--- src/rtl/ocwc_pkg.sv ---
// Shared widths and types for the one's complement word checksum.
package ocwc_pkg;

	localparam int unsigned BYTE_W = 8;
	localparam int unsigned WORD_W = 32;
	localparam int unsigned SUM_W  = 64;
	localparam int unsigned POS_W  = 2;

	// Final 64-bit word sum of one payload, moving towards the fold stage
	typedef struct packed {
		logic              valid;
		logic [SUM_W-1:0]  sum;
	} ocwc_sum_t;

endpackage

--- src/rtl/ocwc_pack_acc.sv ---
// Input register, big-endian word packer and 64-bit word accumulator.
module ocwc_pack_acc
	import ocwc_pkg::*;
(
	input  logic              clk,
	input  logic              arst_n,
	input  logic              in_valid,
	output logic              in_ready,
	input  logic [BYTE_W-1:0] data_byte,
	input  logic              last_byte,
	output ocwc_sum_t         sum_s2,
	input  logic              down_ready
);

	logic              v_s1;
	logic [BYTE_W-1:0] data_s1;
	logic              last_s1;

	logic [WORD_W-1:0] pending_q;
	logic [POS_W-1:0]  pos_q;
	logic [SUM_W-1:0]  acc_q;

	logic              en2;
	logic              step;
	logic [4:0]        shamt;
	logic [WORD_W-1:0] word;
	logic              word_done;
	logic [SUM_W-1:0]  acc_add;

	assign en2      = !sum_s2.valid || down_ready;
	assign step     = v_s1 && en2;
	assign in_ready = !v_s1 || en2;

	// first byte of a word lands in bits 31..24: shift by 8 * (3 - pos)
	assign shamt     = {~pos_q, 3'b000};
	assign word      = pending_q | ({{(WORD_W-BYTE_W){1'b0}}, data_s1} << shamt);
	assign word_done = (pos_q == POS_W'(3)) || last_s1;
	assign acc_add   = acc_q + {{(SUM_W-WORD_W){1'b0}}, word};

	always_ff @(posedge clk or negedge arst_n) begin
		if (!arst_n) begin
			v_s1 <= 1'b0;
		end else if (in_ready) begin
			v_s1 <= in_valid;
		end
	end

	always_ff @(posedge clk) begin
		if (in_ready && in_valid) begin
			data_s1 <= data_byte;
			last_s1 <= last_byte;
		end
	end

	always_ff @(posedge clk or negedge arst_n) begin
		if (!arst_n) begin
			pending_q <= '0;
			pos_q     <= '0;
			acc_q     <= '0;
		end else if (step) begin
			if (word_done) begin
				pending_q <= '0;
				pos_q     <= '0;
				acc_q     <= last_s1 ? '0 : acc_add;
			end else begin
				pending_q <= word;
				pos_q     <= pos_q + POS_W'(1);
			end
		end
	end

	always_ff @(posedge clk or negedge arst_n) begin
		if (!arst_n) begin
			sum_s2 <= '0;
		end else begin
			if (en2) begin
				sum_s2.valid <= step && last_s1;
			end
			if (step && last_s1) begin
				sum_s2.sum <= acc_add;
			end
		end
	end

endmodule

--- src/rtl/ocwc_fold.sv ---
// Folds the 64-bit sum to 32 bits with end-around carry and complements it.
module ocwc_fold
	import ocwc_pkg::*;
(
	input  logic              clk,
	input  logic              arst_n,
	input  ocwc_sum_t         sum_s2,
	output logic              up_ready,
	output logic              out_valid,
	input  logic              out_ready,
	output logic [WORD_W-1:0] checksum_value
);

	logic              v_s3;
	logic [WORD_W:0]   fold_s3;
	logic              load_out;
	logic              en3;
	logic [WORD_W-1:0] wrapped;

	assign load_out = !out_valid || out_ready;
	assign en3      = !v_s3 || load_out;
	assign up_ready = en3;

	// carry out of the fold is at most one, so one more add closes it
	assign wrapped = fold_s3[WORD_W-1:0] + {{(WORD_W-1){1'b0}}, fold_s3[WORD_W]};

	always_ff @(posedge clk or negedge arst_n) begin
		if (!arst_n) begin
			v_s3      <= 1'b0;
			out_valid <= 1'b0;
		end else begin
			if (en3) begin
				v_s3 <= sum_s2.valid;
			end
			if (load_out) begin
				out_valid <= v_s3;
			end
		end
	end

	always_ff @(posedge clk) begin
		if (en3 && sum_s2.valid) begin
			fold_s3 <= {1'b0, sum_s2.sum[SUM_W-1:WORD_W]}
				+ {1'b0, sum_s2.sum[WORD_W-1:0]};
		end
		if (load_out && v_s3) begin
			checksum_value <= ~wrapped;
		end
	end

endmodule

--- src/rtl/ones_complement_word_checksum.sv ---
// Throughput: one byte request per cycle; out_ready low stalls the pipe.
// Stages: input register + packer/accumulator, 33-bit fold, end-around carry + output reg.
// Reset (arst_n, async): clears valids, packer position, pending word and accumulator.
// Output register parts the sides: input still flows while a checksum waits.
module ones_complement_word_checksum
	import ocwc_pkg::*;
(
	input  logic              clk,
	input  logic              arst_n,
	input  logic              in_valid,
	output logic              in_ready,
	input  logic [BYTE_W-1:0] data_byte,
	input  logic              last_byte,
	output logic              out_valid,
	input  logic              out_ready,
	output logic [WORD_W-1:0] checksum_value
);

	ocwc_sum_t sum_s2;
	logic      fold_ready;

	ocwc_pack_acc u_pack_acc (
		.clk        (clk),
		.arst_n     (arst_n),
		.in_valid   (in_valid),
		.in_ready   (in_ready),
		.data_byte  (data_byte),
		.last_byte  (last_byte),
		.sum_s2     (sum_s2),
		.down_ready (fold_ready)
	);

	ocwc_fold u_fold (
		.clk            (clk),
		.arst_n         (arst_n),
		.sum_s2         (sum_s2),
		.up_ready       (fold_ready),
		.out_valid      (out_valid),
		.out_ready      (out_ready),
		.checksum_value (checksum_value)
	);

endmodule

--- config.mk ---
export PLATFORM = sky130hd
export DESIGN_NAME = ones_complement_word_checksum
export DESIGN_NICKNAME = d
export VERILOG_FILES = /design/src/rtl/ocwc_pkg.sv /design/src/rtl/ocwc_pack_acc.sv /design/src/rtl/ocwc_fold.sv /design/src/rtl/ones_complement_word_checksum.sv
export SDC_FILE = /design/constraint.sdc
export NUM_CORES = 1
export LEC_CHECK = 0
export ABC_CLOCK_PERIOD_IN_PS = 6900
export BUFFER_PORTS_ARGS = -buffer_cell sky130_fd_sc_hd__clkbuf_2
export CORE_ASPECT_RATIO = 1.75
export CORE_UTILIZATION = 60
export DETAILED_ROUTE_END_ITERATION = 12
export PLACE_DENSITY = 0.86
export SLEW_MARGIN = 20
export SYNTH_ARGS = -nofsm -noshare
export SYNTH_HDL_FRONTEND = slang
export SYNTH_SLANG_ARGS = --single-unit
--- constraint.sdc ---
create_clock -name clk -period 6.9 [get_ports clk]
set_clock_uncertainty 0.05 [all_clocks]
set_input_delay 1.38 -clock clk [delete_from_list [all_inputs] [get_ports clk]]
set_output_delay 1.38 -clock clk [all_outputs]
set_load 0.005 [all_outputs]
; Word level (Yosys, flattened, before mapping)
; Index checks and enable logic that the tools add are counted.
[word_totals]
romBits = 0
n_memories = 0
ramBits = 0
ff_bits = 240
latch_bits = 0
elab_cells = 39
[classes]
n_mux = 3
reduce_logical = 15
n_eq_ne = 1
n_mul = 0
div = 0
bitwise = 3
shifts = 1
add_sub_neg = 4
magnitude_cmp = 0
[ops]
columns = operator, count
row1 = adder 64 x 32 -> 64 bit, 1
row2 = two-way mux 64 bit, 1
row3 = adder 32 x 32 -> 33 bit, 1
row4 = adder 32 x 1 -> 32 bit, 1
row5 = two-way mux 32 bit, 1
row6 = inverter 32 bit, 1
row7 = bitwise OR 32 bit, 1
row8 = << shifter 8 x 5 -> 32 bit, 1
row9 = logical AND 1 bit, 5
row10 = logical OR 1 bit, 5
row11 = zero test 1 bit, 4
row12 = "adder 2 x 1 -> 2 bit, second input constant", 1
row13 = "== test 2 bit, second input constant", 1
row14 = two-way mux 2 bit, 1
row15 = inverter 2 bit, 1
row16 = AND reduction 2 bit, 1

; Depth between registers and ports, before layout
; Gate-level depths: netlist of the first run.
[logic_depth]
depth_word = 6
ltp_mapped = 16

; Cells and area by module
; Synthesis of the first run repeated with hierarchy kept, for this count alone.
[unflattened]
cells_unflattened = 1441
hier_area_um2 = 14099.8
[by_module_without_submodules]
columns = module, area_per_inst_um2, seq_area_each_um2, cells_each, n_inst
row1 = ocwc_pack_acc, 9698.1, 4374.2, 1017, 1
row2 = ocwc_fold, 4401.7, 2001.9, 424, 1

; Worst setup path after synthesis of the first run
; Ideal clock, no wire load.
[synth_path]
path_kind = register -> register
start = register u_pack_acc.pos_q[1]
end = register u_pack_acc.sum_s2[24] (netlist name)
t_required_ps = 6725
slack_ps = 3480
path_buffers = 1
path_stages_with_launch = 15
setup_ps = 125
period_less_slack_ps = 3420
arrival_time_ps = 3245
cell_sequence = dfrtp_1 > and2_1 > clkbuf_1 > a21o_1 > ha_1 > fa_1 > a21o_1 > a211oi_1 > nor3_1 > o31ai_1 > a22oi_1 > a21oi_1 > o21bai_1 > xor2_1 > mux2_2
[synth_between]
elab_chain_len = 4
[synth_lines]
columns = element, line_no
row1 = from (decl), ocwc_pack_acc.sv:20  ; logic [POS_W-1:0] pos_q;
row2 = from (signal assigned), ocwc_pack_acc.sv:67  ; pos_q <= pos_q + POS_W'(1);
row3 = inverter 2 bit, ocwc_pack_acc.sv:35  ; assign shamt = {~pos_q, 3'b000};
row4 = << shifter 8 x 5 -> 32 bit, ocwc_pack_acc.sv:36  ; assign word = pending_q | ({{(WORD_W-BYTE_W){1'b0}}, data_s1} << shamt);
row5 = bitwise OR 32 bit, ocwc_pack_acc.sv:36
row6 = adder 64 x 32 -> 64 bit, ocwc_pack_acc.sv:38  ; assign acc_add = acc_q + {{(SUM_W-WORD_W){1'b0}}, word};
; No other way between the ends.
; A chain may end at the register's enable or synchronous reset.

; Final worst setup path of the first run
[layout_path]
start = register u_pack_acc.pos_q[1]
end = register u_pack_acc.sum_s2[24] (netlist name)
[layout_between]
elab_chain_len = 4
[layout_lines]
columns = element, line_no
row1 = inverter 2 bit, ocwc_pack_acc.sv:35
row2 = << shifter 8 x 5 -> 32 bit, ocwc_pack_acc.sv:36
row3 = bitwise OR 32 bit, ocwc_pack_acc.sv:36
row4 = adder 64 x 32 -> 64 bit, ocwc_pack_acc.sv:38
; No other way between the ends.

==> results.md, run 1 <==
* Number of global-route vias before repair at 10,600
* Overall via count from detail_route at 10,500
* Worst R2R End: u_pack_acc.sum_s2[24]
* Critical Path RT at 7.27 ns
* Post-synth top flop: sky130_fd_sc_hd__dfrtp_1
* Simple-gate share of the synthesized area at 0.150
* Compound-gate portion of the synthesized area at 0.201
* I/O pins at 47
* Launch point of the worst hold path: u_pack_acc.sum_s2[49]
* Total clock buffers created by CTS at 22
* Cell chain of the critical path: and2_1 > a21o_1 > ha_1 > fa_1 > a21o_1 > a211oi_1 > nor3_1 > o31ai_1 > a22oi_1 > a21oi_1 > o21bai_1 > xor2_1 > mux2_2
* Run status: completed
* Clock network fraction of total power at 0.303
* Top achievable clock speed at 0.229 GHz
* Kind of start point of the critical path: register
* # diodes at 0
* Minimum setup slack among reg-to-reg paths at 2.53 ns
* Share of power burned in registers at 0.446
* Switching power total at 1.30 mW
* Slowest stage cell, crit path: sky130_fd_sc_hd__o31ai_1
* Detailed router's first-iteration violation count at 723
* Switching power as a share of total power at 0.318
* Syn-to-layout area delta at 8.50%
* Setup repair after global routing missed its margin: false
* Layout Cell Area excl Fill at about 15,000 sq um
* Sum of negative setup slack at 0 ns
* Average instance area after synthesis at between 9 and 10 sq um
* Remaining antenna violation count at 0
* Count of synthesis-stage warnings from yosys at 0
* VDD IR-drop max at 0.000236 V
* Initial Util at 0.612
* Power density cells at 279 nW/um^2
* Standard cell area after detailed placement at 13,900 sq um
* Clock transition at the register clock pins on the worst setup and hold paths after CTS at 0.07 ns
* Xor/xnor cell area share of the yosys netlist at 0.0758
* CTS resizes at 0
* Count of unique library cells instantiated by Yosys at 64
* Number of enable-type register cells in the synthesized netlist at 74
* Register area share after synthesis at 0.472
* Final number of setup-violating endpoints at 0
* Fraction of final layout cells with drive strength greater than 1 at 0.0824
* Number of cells in the finished layout apart from fillers at between 1,500 and 2,000
* Most common library cell in the layout ignoring fill and taps: sky130_fd_sc_hd__nand2_1
* Netlist Area Pre-Place at between 10,000 and 15,000 sq um
* Source-to-sink clock delay at the later pin of the worst-skew pair at 0.53 ns
* Placed cell count at 1,664
* Final number of max-transition violations at 0
* Global route hottest layer: met2
* Row Count at just over 70
* Synth Register Bits at between 200 and 250
* H-Tree Depth at 1
* Met1 track demand over resource at 0.310
* Capture point of the critical path: u_pack_acc.sum_s2[24]
* Fin util at 0.665
* Tightest slew margin relative to the limit at 0.353
* Total core area at approximately 22,000 sq um
* Dpl hpwl at 24,100 microns
* Max incr delay on CP at 0.54 ns
* Multiplexer share of the synthesized area at 0.00583
* Worst r2r src: u_pack_acc.pos_q[1]
* CP endpoint kind: register
* Count of fill cells added during filler insertion at 1,674
* Async S/R FF share, synth at 0.692
* # nets final at 1,474
* Post-route clock period utilization at 0.634
* Lkg Pwr at 6.73 nW
* Library cell appearing most often on the critical path: sky130_fd_sc_hd__a21o_1
* Die Y-Extent at 201 microns
* Most frequent cells in the layout: 211 x sky130_fd_sc_hd__nand2_1, 166 x sky130_fd_sc_hd__dfrtp_1, 99 x sky130_fd_sc_hd__o21ai_0, 75 x sky130_fd_sc_hd__a21oi_1, 74 x sky130_fd_sc_hd__edfxtp_1
* Drt pass-1 iters at 7
* DRC at 0
* CTS sink cnt at 240
* Placer congestion estimate at 0.940
* Wire length after detailed routing at 31,900 microns
* CTS tree: built
* Maximum number of pins on one net before global-route repair at 109
* Transition time of the tightest slew-check pin at 0.970 ns
* Routed length per placed instance at 18.7 microns
* Startpoint of the worst setup timing path: u_pack_acc.pos_q[1]
* Internal Dissipation at 2.79 mW
* Part of the total power dissipated in combinational logic at 0.251
* GRT met3 Usage at 0.0266
* Number of buffers inserted for hold repair after clock tree synthesis at 0
* Synthesized Nets at approximately 1,500
* Hold WC Path Type: reg -> reg
* Critical-path maximum fanout at 8
* Data arrival at the endpoint of the critical path at 4.74 ns
* Critical path type: reg -> reg
* Antenna violations before repair at 0
* Avg Vias per Cell at 6.16
* Final Critical Period at ~4.4 ns
* Setup bufs post-CTS at 0
* Post-Synth Adder-Cell Area at 0.0650
* Main combinational cell family by area after synthesis: compound AO/OA/AOI/OAI gates
* Global-route total usage across every layer at 0.288
* # port buffers at 46
* Overall die area at ~23,000 sq um
* Aggregate global routing overflow at 0
* Post-Synthesis Cells at 1,384
* Final Hold Violating Endpoints at 0
* Overall die width at roughly 120 microns
* Maximum Capacitance Violations at 0
* Post-Place Worst Slack at 2.61 ns
* Worst R2R Path Depth at 13
* First-pass GRT wire length at 52,200 microns
* Buffer cell driving the clock tree root: sky130_fd_sc_hd__clkbuf_16
* Max Root-Sink Buffers at 3
* Setup WS post-layout at 2.53 ns
* Met2 Usage GRT at 0.519
[cell families after synthesis]
logic type | count (synthesis)
AOI/OAI and AO/OA | 413
xor gates and xnor gates | 117
muxes | 7
and+or+nand+nor | 435
adders and majority gates | 69
DFF | 240
buffers and inverters | 103
[metrics by stage]
stage | power [mW] | hold slack [ns]
floorplan | 2.57 | 0.402
finish | 4.10 | 0.432
detailed placement | 2.87 | 0.420
global placement | 2.83 | 0.415
CTS | 4.11 | 0.436
global route | 4.30 | 0.456
[worst min path at each step]
| stage | end | slack, ns | depth (start not counted) |
|---|---|---|---|
| final | u_pack_acc.sum_s2[49] | 0.43 | 2 |
| after global routing | u_pack_acc.sum_s2[9] | 0.46 | 2 |
| after CTS | u_pack_acc.sum_s2[9] | 0.44 | 2 |
| after detailed placement | u_pack_acc.sum_s2[20] | 0.42 | 2 |
| after global placement | u_pack_acc.sum_s2[55] | 0.41 | 2 |
| after floorplan | u_pack_acc.sum_s2[0] | 0.40 | 2 |
[critical path: cells and delay by family (launching register included)]
| family | cells | cell delay [ns] |
|---|---|---|
| muxes | 1 | 0.28 |
| and+or+nand+nor | 2 | 0.44 |
| AOI/OAI and AO/OA | 7 | 2.27 |
| DFF | 1 | 0.42 |
| adders and majority gates | 2 | 0.62 |
| xor gates and xnor gates | 1 | 0.18 |
[sequential cells by signal (all words and copies together) (netlist names)]
| name | count |
|---|---|
| u_pack_acc.sum_s2 | 65 |
| u_pack_acc.acc_q | 64 |
| u_pack_acc.last_s1 | 1 |
| u_fold.checksum_value | 32 |
| u_fold.v_s3 | 1 |
| u_fold.fold_s3 | 33 |
| u_pack_acc.pos_q | 2 |
| u_pack_acc.data_s1 | 8 |
| u_pack_acc.pending_q | 32 |
| u_pack_acc.v_s1 | 1 |
| u_fold.out_valid | 1 |
[area by class of cell]
type,instances,area (sq um),area share
Inverter,30,113,0.00768
Sequential cell,240,6380,0.435
Clock inverter,9,71.3,0.00486
Tap cell,296,370,0.0253
Multi-Input combinational cell,1041,6750,0.460
Timing Repair Buffer,57,319,0.0218
Clock buffer,31,667,0.0455
[power by group through the flow]
stage | registers [mW] | logic, mW | clock network [mW]
after floorplan | 1.80 | 0.773 | 0
after global placement | 1.84 | 0.985 | 0
after detailed placement | 1.85 | 1.02 | 0
after CTS | 1.82 | 1.02 | 1.26
after global routing | 1.84 | 1.14 | 1.31
final | 1.83 | 1.03 | 1.24
[routing by layer]
metal  up-vias  share of wire
met3       104          0.035
met4         0          0.071
met5         -              0
met1      5051           0.37
met2       324           0.53
li1       5022              -
[cells in the mapped netlist (all sizes together) (11+ instances only)]
cell type / count / area (sq um)
a21o: 70 / 526
inv: 29 / 109
nand2: 212 / 798
o31ai: 23 / 173
and2: 11 / 68.8
buf: 15 / 80.1
and3: 25 / 156
clkbuf: 58 / 218
dfrtp: 166 / 4150
xor2: 55 / 482
o21ai: 107 / 539
o21bai: 12 / 90.1
nor2b: 11 / 68.8
nand4: 32 / 200
a22o: 30 / 263
a31oi: 13 / 87.6
a21oi: 76 / 380
a21boi: 33 / 248
nor3: 14 / 70.1
edfxtp: 74 / 2220
ha: 67 / 838
nor2: 64 / 240
xnor2: 62 / 543
nand3: 33 / 165
(Power assumes the default switching activity.)
==> run 2, diff against run 1 <==
--- a/config.mk
+++ b/config.mk
@@ -5,10 +5,10 @@
 export SDC_FILE = /design/constraint.sdc
 export NUM_CORES = 1
 export LEC_CHECK = 0
-export ABC_CLOCK_PERIOD_IN_PS = 6900
+export ABC_CLOCK_PERIOD_IN_PS = 3800
 export BUFFER_PORTS_ARGS = -buffer_cell sky130_fd_sc_hd__clkbuf_2
 export CORE_ASPECT_RATIO = 1.75
-export CORE_UTILIZATION = 60
+export CORE_UTILIZATION = 57
 export DETAILED_ROUTE_END_ITERATION = 12
 export PLACE_DENSITY = 0.86
 export SLEW_MARGIN = 20
==> constraint.sdc (replaced) <==
create_clock -name clk -period 3.8 [get_ports clk]
set_clock_uncertainty 0.05 [all_clocks]
set_input_delay 0.76 -clock clk [delete_from_list [all_inputs] [get_ports clk]]
set_output_delay 0.76 -clock clk [all_outputs]
set_load 0.005 [all_outputs]
==> results.md, run 2 (synthesized netlist as in run 1, its figures left out) <==
* Buffer cell driving the clock tree root: sky130_fd_sc_hd__clkbuf_16 (unchanged)
* Initial Util at 0.579 (was 0.612)
* Final number of max-transition violations at 0 (unchanged)
* Max Root-Sink Buffers at 3 (unchanged)
* Kind of start point of the critical path: register (unchanged)
* Power density cells at 504 nW/um^2 (was 279 nW/um^2)
* Worst hold margin at 0.108 ns (was 0.432 ns)
* First-pass GRT wire length at 53,000 microns (was 52,200 microns)
* Antenna violations before repair at 0 (unchanged)
* Critical Path RT at 4.16 ns (was 7.27 ns)
* Overall die area at 24,400 sq um (was 23,200 sq um)
* Startpoint of the worst setup timing path: u_pack_acc.pos_q[0] (was u_pack_acc.pos_q[1])
* Fraction of final layout cells with drive strength greater than 1 at 0.120 (was 0.0824)
* Overall die width at 118 microns (was 115 microns)
* Row Count at 74 (was 72)
* DRC at 0 (unchanged)
* # diodes at 0 (unchanged)
* Placer congestion estimate at 1.00 (was 0.940)
* Most flop-heavy register: u_pack_acc.sum_s2 (unchanged)
* Registers with the highest flip-flop counts: u_pack_acc.sum_s2 x65, u_pack_acc.acc_q x64, u_fold.fold_s3 x33 (unchanged)
* VDD IR-drop max at 0.000379 V (was 0.000236 V)
* Most frequent cells in the layout: 211 x sky130_fd_sc_hd__nand2_1, 166 x sky130_fd_sc_hd__dfrtp_1, 98 x sky130_fd_sc_hd__o21ai_0, 76 x sky130_fd_sc_hd__a21oi_1, 74 x sky130_fd_sc_hd__edfxtp_1 (was 211 x sky130_fd_sc_hd__nand2_1, 166 x sky130_fd_sc_hd__dfrtp_1, 99 x sky130_fd_sc_hd__o21ai_0, 75 x sky130_fd_sc_hd__a21oi_1, 74 x sky130_fd_sc_hd__edfxtp_1)
* Share of power burned in registers at 0.436 (was 0.446)
* Setup repair after global routing missed its margin: true (was false)
* Top achievable clock speed at 0.271 GHz (was 0.229 GHz)
* Source-to-sink clock delay at the later pin of the worst-skew pair at 0.53 ns (about the same)
* Area used by sequential logic in the layout at 6380 sq um (unchanged)
* Total core area at 23,300 sq um (was 22,100 sq um)
* Sum of negative setup slack at 0 ns (unchanged)
* Number of global-route vias before repair at 10,700 (was 10,600)
* Worst r2r src: u_pack_acc.pos_q[0] (was u_pack_acc.pos_q[1])
* Syn-to-layout area delta at 11.9% (was 8.50%)
* Final Hold Violating Endpoints at 0 (unchanged)
* Transition time of the tightest slew-check pin at 0.922 ns (was 0.970 ns)
* Switching power total at 2.44 mW (was 1.30 mW)
* Final number of setup-violating endpoints at 0 (unchanged)
* Maximum Capacitance Violations at 0 (unchanged)
* Hold WC Path Type: in -> async (was reg -> reg)
* Switching power as a share of total power at 0.320 (was 0.318)
* Detailed router's first-iteration violation count at 754 (was 723)
* Internal Dissipation at 5.19 mW (was 2.79 mW)
* Part of the total power dissipated in combinational logic at 0.261 (was 0.251)
* Tightest slew margin relative to the limit at 0.383 (was 0.353)
* Avg Vias per Cell at 6.06 (was 6.16)
* Total area of multi-input combinational cells at 6830 sq um (was 6750 sq um)
* Die Y-Extent at 206 microns (was 201 microns)
* I/O pins at 47 (unchanged)
* Clock transition at the register clock pins on the worst setup and hold paths after CTS at 0.07 ns (about the same)
* CTS tree: built (unchanged)
* CP endpoint kind: register (unchanged)
* Total clock buffers created by CTS at 22 (unchanged)
* Routed length per placed instance at 18.5 microns (was 18.7 microns)
* Critical path type: reg -> reg (unchanged)
* Worst R2R End: u_pack_acc.acc_q[61] (was u_pack_acc.sum_s2[24])
* Most common library cell in the layout ignoring fill and taps: sky130_fd_sc_hd__nand2_1 (unchanged)
* CTS sink cnt at 240 (unchanged)
* Worst R2R Path Depth at 13 (unchanged)
* Global-route total usage across every layer at 0.274 (was 0.288)
* Post-route clock period utilization at 0.970 (was 0.634)
* Overall via count from detail_route at 10,600 (was 10,500)
* H-Tree Depth at 1 (unchanged)
* Lkg Pwr at 6.96 nW (was 6.73 nW)
* Remaining antenna violation count at 0 (unchanged)
* Number of buffers inserted for hold repair after clock tree synthesis at 0 (unchanged)
* Data arrival at the endpoint of the critical path at 4.05 ns (was 4.74 ns)
* Run status: completed (unchanged)
* # port buffers at 46 (unchanged)
* Aggregate global routing overflow at 0 (unchanged)
* Capture point of the critical path: u_pack_acc.acc_q[61] (was u_pack_acc.sum_s2[24])
* Critical-path maximum fanout at 11 (was 8)
* Dpl hpwl at 24,600 microns (was 24,100 microns)
* Maximum number of pins on one net before global-route repair at 83 (was 109)
* Minimum setup slack among reg-to-reg paths at 0.11 ns (was 2.53 ns)
* Final Critical Period at 3.69 ns (was 4.37 ns)
* Drt pass-1 iters at 5 (was 7)
* Max FFs per register at 65 (unchanged)
* Count of fill cells added during filler insertion at 1,797 (was 1,674)
* # nets final at 1,518 (was 1,474)
* Clock network fraction of total power at 0.303 (about the same)
* Wire length after detailed routing at 32,400 microns (was 31,900 microns)
run 2: repair_timing:
| action | in CTS | in global routing |
|---|---|---|
| setup buffers | 0 | 1 |
| pin swaps | 0 | 3 |
| endpoints found under the setup margin | 2 | 55 |
| cloned | 0 | 0 |
| gates resized for setup | 1 | 19 |
run 2: per-stage QoR:
stage / util / std cells / cell area, sq um / worst slack, ns / power [mW]
6_report: 0.648 / 1755 / 15100 / 0.114 / 7.63
5_1_grt: 0.648 / 1755 / 15100 / -0.0202 / 8.00
4_1_cts: 0.644 / 1754 / 15000 / 0.0198 / 7.59
3_5_place_dp: 0.612 / 1715 / 14300 / -0.0221 / 5.29
3_3_place_gp: 0.612 / 1715 / 14300 / 0.0784 / 5.21
2_1_floorplan: - / 1384 / 13500 / 0.380 / 4.67
run 2: how the worst min path moves through the flow:
stage                            end  cells past startpoint
6_report       u_pack_acc.sum_s2[33]                      1
5_1_grt         u_pack_acc.sum_s2[1]                      1
4_1_cts        u_pack_acc.sum_s2[33]                      1
3_5_place_dp   u_pack_acc.sum_s2[12]                      2
3_3_place_gp   u_pack_acc.sum_s2[57]                      2
2_1_floorplan   u_pack_acc.sum_s2[0]                      2
run 2: cell type report:
cell class              count  area share
clock inverters             7     0.00438
flip-flops and latches    240       0.422
repair buffers            101      0.0446
clock buffers              32      0.0450
well taps                 304      0.0251
inverters                  30     0.00745
multi-input cells        1041       0.452
run 2: power by group through the flow:
stage | sequential (mW) | combinational (mW) | clock [mW]
after floorplan | 3.26 | 1.40 | 0
after global placement | 3.34 | 1.87 | 0
after detailed placement | 3.36 | 1.93 | 0
after CTS | 3.31 | 1.95 | 2.33
after global routing | 3.36 | 2.19 | 2.45
final | 3.33 | 1.99 | 2.31
run 2: per-layer routing:
layer  part of all wire  vias to the layer above  wire length [microns]  GRT usage
met1               0.36                     5133                  11600      0.277
met5                  0                        -                      0          0
met3              0.037                      101                   1190     0.0302
met4              0.061                        0                   1970      0.175
met2               0.55                      310                  17700      0.529
li1                   -                     5096                      -          -
run 2: critical path, cell delays in order, from the launching register on:
cell                       delay (ns)
sky130_fd_sc_hd__dfrtp_1         0.43
sky130_fd_sc_hd__nor2b_1         0.16
sky130_fd_sc_hd__buf_4           0.17
sky130_fd_sc_hd__a21o_1          0.20
sky130_fd_sc_hd__ha_2            0.40
sky130_fd_sc_hd__nand4_1         0.17
sky130_fd_sc_hd__o21bai_1        0.24
sky130_fd_sc_hd__a2111o_1        0.50
sky130_fd_sc_hd__a211oi_2        0.26
sky130_fd_sc_hd__or2_1           0.15
sky130_fd_sc_hd__buf_4           0.18
sky130_fd_sc_hd__nor4b_4         0.28
sky130_fd_sc_hd__o21ai_1         0.10
sky130_fd_sc_hd__a22o_1          0.26
